### config.mk
export PLATFORM = sky130hd
export DESIGN_NAME = hgeb_ctrl
export DESIGN_NICKNAME = d
export VERILOG_FILES = /design/src/design/hgeb_pkg.sv /design/src/design/hgeb_ctrl.sv
export VERILOG_INCLUDE_DIRS = /design/src /design/src/design
export SDC_FILE = /design/constraint.sdc
export NUM_CORES = 1
export LEC_CHECK = 0
export BUFFER_PORTS_ARGS = -buffer_cell sky130_fd_sc_hd__buf_4
export CAP_MARGIN = 0
export CORE_AREA = 5 5 46 58
export DETAILED_ROUTE_END_ITERATION = 8
export DIE_AREA = 0 0 51 63
export HOLD_SLACK_MARGIN = 0.06
export PLACE_DENSITY = 0.58
export SYNTH_ARGS = -nofsm -noshare
export SYNTH_HDL_FRONTEND = slang
export SYNTH_SLANG_ARGS = --single-unit
export TNS_END_PERCENT = 10
### constraint.sdc
create_clock -name clk -period 3.8 [get_ports clk]
set_input_delay 0.38 -clock clk [delete_from_list [all_inputs] [get_ports clk]]
set_output_delay 0.38 -clock clk [all_outputs]
set_load 0.01 [all_outputs]
### src/design/assert_macros.svh
// Assertion macros for the grid binner
`ifndef ASSERT_MACROS_SVH
`define ASSERT_MACROS_SVH
`ifndef SYNTH
`define ASSERT_CLK(lbl, clk, rst_n, prop) \
  lbl: assert property (@(posedge clk) disable iff (!rst_n) prop) else $error("assert failed");
`define ASSERT_NEVER(lbl, clk, rst_n, expr) \
  lbl: assert property (@(posedge clk) disable iff (!rst_n) !(expr)) else $error("never failed");
`else
`define ASSERT_CLK(lbl, clk, rst_n, prop)
`define ASSERT_NEVER(lbl, clk, rst_n, expr)
`endif
`endif

### src/design/hgeb_pkg.sv
// ----------------------------------------------------------------------------
// hgeb_pkg
// Shared constants and types of the height grid binner.
// ----------------------------------------------------------------------------
`timescale 1ns / 1ps
package hgeb_pkg;
  localparam int GRID_SIDE_DEF = 512;

  localparam logic [1:0] ST_OK    = 2'd0;
  localparam logic [1:0] ST_EMPTY = 2'd1;
  localparam logic [1:0] ST_RANGE = 2'd2;

  localparam logic CMD_ADD  = 1'b0;
  localparam logic CMD_READ = 1'b1;

  // register byte addresses
  localparam logic [3:0] ADDR_CELL_LEN = 4'd0;
  localparam logic [3:0] ADDR_HALF     = 4'd4;
  localparam logic [3:0] ADDR_Z_BOUND  = 4'd8;
  localparam logic [3:0] ADDR_ALPHA    = 4'd12;

  // controller -> datapath commands
  typedef struct packed {
    logic load;      // capture input beat
    logic div_start; // start divider
    logic div_sel;   // 0: x, 1: y, (level uses sel_lvl)
    logic sel_lvl;   // divide for level
    logic col_save;  // save quotient as column
    logic row_save;  // save quotient as row
    logic mem_rd;    // issue memory read
    logic mem_wr;    // write EMA result, update min/max
    logic out_load;  // load output register
    logic clr_step;  // clearing pass write
  } hgeb_cmd_t;

  // datapath -> controller status
  typedef struct packed {
    logic div_done;
    logic is_read;
    logic pt_ok;     // point within map and bound
    logic cell_ok;   // binned indices within grid
    logic idx_ok;    // read index inside grid
    logic range_ok;  // max > min
    logic num_pos;   // h > min
    logic clr_last;
  } hgeb_sts_t;
endpackage

### src/design/hgeb_ctrl.sv
// ----------------------------------------------------------------------------
// hgeb_ctrl
// Sequencer: clearing pass, binning divides, EMA write, read and level.
// ----------------------------------------------------------------------------
`timescale 1ns / 1ps
`include "assert_macros.svh"
module hgeb_ctrl import hgeb_pkg::*; (
  input  logic      clk,
  input  logic      rst_n,
  input  logic      in_valid,
  output logic      in_ready,
  output logic      out_valid,
  input  logic      out_ready,
  output hgeb_cmd_t cmd,
  input  hgeb_sts_t sts
);
  localparam logic [3:0] S_CLR = 4'd0, S_IDLE = 4'd1, S_CHK = 4'd2, S_DX = 4'd3,
    S_WX = 4'd4, S_DY = 4'd5, S_WY = 4'd6, S_RD = 4'd7, S_UPD = 4'd8,
    S_RRD = 4'd9, S_RH = 4'd10, S_DL = 4'd11, S_WL = 4'd12, S_OUT = 4'd13;

  logic [3:0] st_r, st_nxt;
  logic       ov_r, ov_nxt;

  assign in_ready = (st_r == S_IDLE);
  assign out_valid = ov_r;

  always_comb begin
    st_nxt = st_r; ov_nxt = ov_r; cmd = '0;
    if (ov_r && out_ready) ov_nxt = 1'b0;
    case (st_r)
      S_CLR: begin
        cmd.clr_step = 1'b1;
        if (sts.clr_last) st_nxt = S_IDLE;
      end
      S_IDLE: if (in_valid && in_ready) begin
        cmd.load = 1'b1; st_nxt = S_CHK;
      end
      S_CHK: if (sts.is_read) begin
        st_nxt = S_RRD;
      end else if (sts.pt_ok) begin
        cmd.div_start = 1'b1; st_nxt = S_DX;
      end else st_nxt = S_IDLE;
      S_DX: if (sts.div_done) begin
        cmd.col_save = 1'b1; st_nxt = S_WX;
      end
      S_WX: begin
        cmd.div_sel = 1'b1; cmd.div_start = 1'b1; st_nxt = S_DY;
      end
      S_DY: begin
        cmd.div_sel = 1'b1;
        if (sts.div_done) begin
          cmd.row_save = 1'b1; st_nxt = S_WY;
        end
      end
      S_WY: begin
        cmd.div_sel = 1'b1;
        if (sts.cell_ok) begin
          cmd.mem_rd = 1'b1; st_nxt = S_RD;
        end else st_nxt = S_IDLE;
      end
      S_RD: st_nxt = S_UPD;
      S_UPD: begin
        cmd.mem_wr = 1'b1; st_nxt = S_IDLE;
      end
      S_RRD: begin
        cmd.mem_rd = 1'b1; st_nxt = S_RH;
      end
      S_RH: st_nxt = S_DL;
      S_DL: begin
        cmd.sel_lvl = 1'b1;
        if (sts.idx_ok && sts.range_ok && sts.num_pos) begin
          cmd.div_start = 1'b1; st_nxt = S_WL;
        end else st_nxt = S_OUT;
      end
      S_WL: begin
        cmd.sel_lvl = 1'b1;
        if (sts.div_done) st_nxt = S_OUT;
      end
      // wait here while the previous result is still held
      S_OUT: begin
        if (!ov_r || out_ready) begin
          cmd.out_load = 1'b1; ov_nxt = 1'b1; st_nxt = S_IDLE;
        end
      end
      default: st_nxt = S_IDLE;
    endcase
  end

  always_ff @(posedge clk) begin
    if (!rst_n) begin
      st_r <= S_CLR; ov_r <= 1'b0;
    end else begin
      st_r <= st_nxt; ov_r <= ov_nxt;
    end
  end

  `ASSERT_NEVER(a_wr_rd, clk, rst_n, cmd.mem_wr && cmd.mem_rd)
  `ASSERT_CLK(a_hold, clk, rst_n, (ov_r && !out_ready) |=> ov_r)
  `ASSERT_NEVER(a_acc_clr, clk, rst_n, in_ready && st_r == S_CLR)
endmodule

==> results of run 1 <==
-- power breakdown --
group | leakage, nW | total, mW | switching, mW | internal (mW)
logic | 0.266 | 0.216 | 0.0976 | 0.119
registers | 0.0410 | 0.133 | 0.0665 | 0.0663
clock network | 0.0150 | 0.0610 | 0.0213 | 0.0397
total | 0.322 | 0.410 | 0.185 | 0.225
-- placed cells by master (no fill, tap or decap), types with 3 or more instances in the layout --
cell type / Yosys / routed
sky130_fd_sc_hd__nor2b_1: 3 / 3
sky130_fd_sc_hd__a21oi_1: 6 / 6
sky130_fd_sc_hd__buf_4: 1 / 23
sky130_fd_sc_hd__o21ai_0: 3 / 3
sky130_fd_sc_hd__clkbuf_4: 0 / 3
sky130_fd_sc_hd__nand3_1: 3 / 3
sky130_fd_sc_hd__nor3_1: 3 / 3
sky130_fd_sc_hd__nand2_1: 3 / 3
sky130_fd_sc_hd__dfxtp_1: 5 / 5
sky130_fd_sc_hd__nand2b_1: 6 / 6
-- state kept, by name, summed over array words and instances, names as in the netlist --
register and flops:
st_r 4, out_valid 1
-- critical path: stages, from the launching register on --
cell                      delay, ns
sky130_fd_sc_hd__dfxtp_1       0.73
sky130_fd_sc_hd__nand2_1       0.22
sky130_fd_sc_hd__nor4b_1       0.34
sky130_fd_sc_hd__buf_4         0.18
-- area by class of cell --
| cell class | instances | area (um2) |
|---|---|---|
| tap | 21 | 26.3 |
| sequential | 5 | 100 |
| fill | 240 | 1370 |
| multi-input combinational | 59 | 413 |
| timing repair buffer | 23 | 173 |
| clock buffer | 4 | 26.3 |
| inverter | 2 | 7.51 |
-- metal layers --
metal / up-vias / part of all wire [%] / GRT usage (%)
met5: - / 0 / 0
met4: 0 / 0 / 4.04
met3: 0 / 5.1 / 2.86
met2: 16 / 47 / 14.4
met1: 274 / 48 / 12.3
li1: 321 / - / -
-- worst max path at each step --
stage          endpoint  slack [ns]  cells after the start
3_3_place_gp     cmd[5]        2.02                      3
6_report         cmd[5]        1.71                      3
4_1_cts          cmd[5]        1.73                      3
5_1_grt          cmd[5]        1.58                      3
3_5_place_dp     cmd[5]        2.00                      3
2_1_floorplan    cmd[5]        2.33                      3
-- Yosys cell counts, types with 3 or more instances --
master	n	share of area, %
sky130_fd_sc_hd__a21oi_1	6	5.3
sky130_fd_sc_hd__nand3_1	3	2.7
sky130_fd_sc_hd__dfxtp_1	5	18
sky130_fd_sc_hd__buf_2	3	2.7
sky130_fd_sc_hd__nand2_1	3	2.0
sky130_fd_sc_hd__nor2b_1	3	3.3
sky130_fd_sc_hd__nor3_1	3	2.7
sky130_fd_sc_hd__o21ai_0	3	2.7
sky130_fd_sc_hd__nand2b_1	6	6.7
-- cells by family (layout without fill, tap and decap cells) --
kind of cell	count (synthesis)	in the layout	share of synthesized area, %
AND/OR/NAND/NOR	35	35	39.2
flip-flops	5	5	17.8
AO/OA/AOI/OAI	22	22	31.0
buffers and inverters	9	29	8.69
multiplexers	1	1	1.78
XOR/XNOR	1	1	1.56
==> summary.md, run 1 <==
| Metric | Value |
|---|---|
| Lkg Pwr | ~0.32 nW |
| Count of unresolved DRC violations after routing | 0 |
| Number of post-CTS setup repair buffers | 0 |
| Period minus WS final | 2.09 ns |
| Via count of the first global-routing pass | 571 |
| Max VDD drop | between 0.0002 and 0.0003 V |
| Ratio of total power to cell area | between 500 and 600 nW/um2 |
| Crit path capture type | primary output |
| Fraction of the yosys area taken by sequential cells | ~18% |
| Worst hold slack | 0.385 ns |
| Total global routing track utilization | 9.53% |
| Slew at the pin with the worst max-slew slack | 0.676 ns |
| Top Ports | 24 |
| Minimum setup slack among reg-to-reg paths | 2.00 ns |
| Crit path required time | 3.42 ns |
| Headroom to the max-slew limit | between 50 and 60% |
| Setup total negative slack | 0 ns |
| Fraction of layout cells with a size suffix above 1 | 31.2% |
| R2R depth | 4 |
| Sort of element at the start of the critical path | flip-flop |
| Clk sinks | 5 |
| Cts repair resizes | 0 |
| Setup violations, final | 0 |
| Net count, final | 106 |
| Setup CP Type | reg2out |
| # Max-Cap Violations | 0 |
| Setup clock skew after layout | 0.000599 ns |
| Syn_nets | between 80 and 90 |
| Final standard cell utilization of the core | 35.2% |
| Non-filler cells in the finished layout | 114 |
| Number of cells in the design after placement | 110 |
| Clock insertion delay at the later pin of the skew report | 0.24 ns |
| Overall power | 410 uW |
| Worst Slack Setup Final | approximately 1.7 ns |
| Worst setup path startpoint | st_r[1] |
| Wire length of the first global-routing pass | 2.45 mm |
| Pin count of the biggest net entering global routing | 24 |
| Y dimension of the die | 63 um |
| Yosys warning total | 0 |
| Area growth, synth to finish | 32.7% |
| Number of enable flip-flop cells after synthesis | 0 |
| Launch instance of the worst min-delay path | rst_n |
| Antenna-violating nets left | 0 |
| Setup repair after global routing missed its margin | false |
| Chip width | 51 um |
| Capture endpoint of the worst hold path | st_r[0] |
| Clock tree from TritonCTS | yes |
| Post-route standard cell area excluding fillers | 746 um2 |
| Startpoint of the lowest-slack register-to-register path | st_r[1] |
| Hold Violations, Final | 0 |
| Slew Viols, Final | 0 |
| WL/cell | between 10 and 15 um |
| Remaining global-route overflow | 0 |
| Post-DR vias/cell | 5.36 |
| Die Outline Area | 3210 um2 |
| Via total after detailed routing | between 600 and 700 |
| Status | completed |
| Avg Synthesized Cell Area | 7.70 um2 |
| Estimated wirelength of the detail-placed design | 1.07 mm |
| Total length of routed wires | 1.49 mm |
| Instance area at placement | 719 um2 |
| Number of cell rows | 19 |
| FFs w/ async S/R, synth | 0% |
| Number of library cell types mapped by synthesis | 37 |
| Initial DRT Pass Iterations | 4 |
| Tightest Hold Check Type | in2reg |
| Final Cycle Share | 54.9% |
| Num CTS Buffers | 3 |
| Capturing point of the worst reg2reg path | st_r[2] |
| Critical path data arrival time | 1.71 ns |
| Clock H-tree levels | 1 |
| Maximum achievable frequency | 480 MHz |
| Post-synthesis instance area | 562 um2 |
| Maximum root-to-sink buffer count | 2 |
| Antenna diode instance count | 0 |
| IO buf count | 23 |
| Top FF cell, synth | sky130_fd_sc_hd__dfxtp_1 |
| Worst-path maximum fanout | 21 |
| Number of antenna violations at the first check in global routing | 0 |
| Routability cong. | 0.769 |
| Worst-path clk slew | 0.04 ns |
| Initial core utilization | around a quarter |
| Core footprint | 2120 um2 |
| Cell depth of the worst hold path | 2 |
| Number of register bits inferred by synthesis | 5 |
| Root buffer selected by CTS | sky130_fd_sc_hd__clkbuf_4 |
| Detailed Route Iter0 Violations | 6 |
| Cts-stage hold buffer count | 0 |
| Setup slack after placement | 2.00 ns |
| Cell count after synthesis | 73 |
(Power assumes the default switching activity.)
==> inputs of run 2 (changes only) <==
Clock period 3.8 ns to 2.1 ns, I/O delays scaled along.
==> run 2 against run 1 <==
Effect of this change:
- wire length up 2.3%
- die area unchanged
- worst setup slack worse by 1.3 ns
- flip-flop and latch count unchanged
- cell count up 0.88%
- critical endpoint is now cmd[8]
- clock skew up 0.0019 ns
- design area up 1.3%
- via count up 4.7%
- global-route usage up 0.54 points
==> summary.md, run 2 (synthesis gave the netlist of run 1 again) <==
| Metric | Value |
|---|---|
| Area growth, synth to finish | 34.5% |
| Setup CP Type | reg2out |
| Remaining global-route overflow | 0 (unchanged) |
| Y dimension of the die | 63 um (unchanged) |
| Slowest stage cell, crit path | sky130_fd_sc_hd__dfxtp_1 |
| Setup clock skew after layout | 0.00246 ns (+0.00186 ns) |
| Non-filler cells in the finished layout | 115 (+0.88%) |
| Antenna-violating nets left | 0 (unchanged) |
| Tightest Hold Check Type | in2reg |
| Footprint of the multi-input gates | 413 um2 (unchanged) |
| Total length of routed wires | 1.53 mm (+2.3%) |
| Area taken by flip-flops and latches | 103 um2 (+2.5%) |
| Fraction of layout cells with a size suffix above 1 | 34.0% (+2.9 points) |
| Chip width | 51 um (unchanged) |
| Launch instance of the worst min-delay path | rst_n |
| Clk sinks | 5 (unchanged) |
| Worst-path clk slew | 0.04 ns (about the same) |
| Count of unresolved DRC violations after routing | 0 (unchanged) |
| Headroom to the max-slew limit | 65.5% (+11 points) |
| IO buf count | 23 (unchanged) |
| Cts-stage hold buffer count | 0 (unchanged) |
| Hold Violations, Final | 0 (unchanged) |
| Pin count of the biggest net entering global routing | 22 (-8.3%) |
| Biggest cell delay along the critical path | 0.50 ns (-0.23 ns) |
| Wire length of the first global-routing pass | 2.62 mm (+7.1%) |
| Maximum root-to-sink buffer count | 2 (unchanged) |
| Max reg flops | 4 (unchanged) |
| Sort of element at the start of the critical path | flip-flop |
| Slew at the pin with the worst max-slew slack | 0.517 ns (-0.160 ns) |
| Setup total negative slack | 0 ns (unchanged) |
| Status | completed |
| Period minus WS final | 1.72 ns |
| Via total after detailed routing | 640 (+4.7%) |
| Antenna diode instance count | 0 (unchanged) |
| Post-DR vias/cell | 5.57 (+3.8%) |
| Total stage count of the critical path | 5 (+2) |
| Via count of the first global-routing pass | 607 (+6.3%) |
| Crit path capture type | primary output |
| Net count, final | 107 (+0.94%) |
| Number of cell rows | 19 (unchanged) |
| Most numerous cell on the critical path | sky130_fd_sc_hd__buf_4 |
| Initial DRT Pass Iterations | 4 (unchanged) |
| WL/cell | 13.3 um (+1.4%) |
| Worst-path maximum fanout | 15 (-29%) |
| Estimated wirelength of the detail-placed design | 1.14 mm (+6.5%) |
| Setup repair after global routing missed its margin | false |
| R2R depth | 4 (unchanged) |
| Clock tree from TritonCTS | yes |
| Worst hold slack | 0.221 ns (-0.164 ns) |
| Cell depth of the worst hold path | 2 (unchanged) |
| Most common cell after layout, fill and taps aside | sky130_fd_sc_hd__buf_4 |
| Top library cells by usage in the layout, fill and taps aside | 24 x sky130_fd_sc_hd__buf_4, 6 x sky130_fd_sc_hd__nand2b_1, 6 x sky130_fd_sc_hd__a21oi_1 |
| Num CTS Buffers | 3 (unchanged) |
| Register with the most flip-flops | st_r |
| Instance area at placement | 727 um2 (+1.0%) |
| Total global routing track utilization | 10.1% (+0.54 points) |
| Overall power | 747 uW (+82%) |
| Ratio of total power to cell area | 988 nW/um2 (+80%) |
| Top Ports | 24 (unchanged) |
| Maximum achievable frequency | 580 MHz |
| Final Cycle Share | ~82% |
| Core footprint | 2120 um2 (unchanged) |
| Routability cong. | 0.748 (-2.8%) |
| CP cell instances | buf_4, nor2b_1, o21ai_0, o31ai_1, buf_4 |
| Detailed Route Iter0 Violations | 24 (+18) |
| Post-route standard cell area excluding fillers | 756 um2 (+1.3%) |
| # Max-Cap Violations | 0 (unchanged) |
| Clock insertion delay at the later pin of the skew report | 0.24 ns (about the same) |
| Slew Viols, Final | 0 (unchanged) |
| Startpoint of the lowest-slack register-to-register path | st_r[3] |
| Fillcell total | 222 (-7.5%) |
| Max VDD drop | 0.000619 V (+110%) |
| Crit path required time | 1.89 ns (-1.53 ns) |
| Critical path data arrival time | 1.51 ns (-0.20 ns) |
| Clock H-tree levels | 1 (unchanged) |
| Die Outline Area | 3210 um2 (unchanged) |
| Number of antenna violations at the first check in global routing | 0 (unchanged) |
| Worst setup path startpoint | st_r[2] |
| Setup violations, final | 0 (unchanged) |
| Lkg Pwr | 0.328 nW (+1.9%) |
| Number of cells in the design after placement | 111 (+0.91%) |
| Root buffer selected by CTS | sky130_fd_sc_hd__clkbuf_4 |
| Dominant delay contributor by cell family on the critical path | flip-flops |
| Number of buffers and inverters on the critical path | 2 (+1) |
| Initial core utilization | 26.6% (unchanged) |
run 2: cell types whose count changed in the layout (fill, tap and decap cells not counted), sizes merged:
| cell | change |
|---|---|
| buf | +1 |
run 2: repair_timing:
item | 4_1_cts | 5_1_grt
endpoints found under the setup margin | 0 | 1
buffers inserted | 0 | 0
resized for setup | 0 | 2
run 2: metrics by stage:
step	utilization, %	setup WS (ns)
floorplan	-	0.766
global placement	34.4	0.400
detailed placement	34.4	0.331
CTS	35.6	0.160
global route	35.7	0.202
finish	35.7	0.377
run 2: routing by layer:
| layer | wire, um | GRT usage (%) | part of all wire [%] | vias to the layer above |
|---|---|---|---|---|
| li1 | - | - | - | 322 |
| met1 | 664 | 12.5 | 44 | 298 |
| met2 | 755 | 15.8 | 50 | 20 |
| met3 | 105 | 2.39 | 6.9 | 0 |
| met4 | 0 | 5.05 | 0 | 0 |
| met5 | 0 | 0 | 0 | - |
run 2: where the power goes:
part           internal [mW]  total (mW)  switching (mW)
combinational          0.217       0.404           0.187
clock                 0.0717       0.110          0.0379
sequential             0.124       0.233           0.109
total                  0.412       0.747           0.335
run 2: worst register-to-register path, delay by kind of cell (launching register included):
kind	cells	cell delay, ns
compound gates	2	0.45
flops	1	0.64
simple gates	2	0.47
run 2: final timing paths:
| path | slack [ns] | end |
|---|---|---|
| min | 0.22 | st_r[0] |
| min reg2reg | 0.56 | out_valid |
| max | 0.38 | cmd[8] |
| max reg2reg | 0.43 | st_r[0] |
run 2: layout make-up:
| type | instances | share of cell area [%] |
|---|---|---|
| Tap cell | 21 | 3.48 |
| Clock buffer | 4 | 3.48 |
| Sequential cell | 5 | 13.6 |
| Inverter | 2 | 0.993 |
| Timing Repair Buffer | 24 | 23.8 |
| Multi-Input combinational cell | 59 | 54.6 |
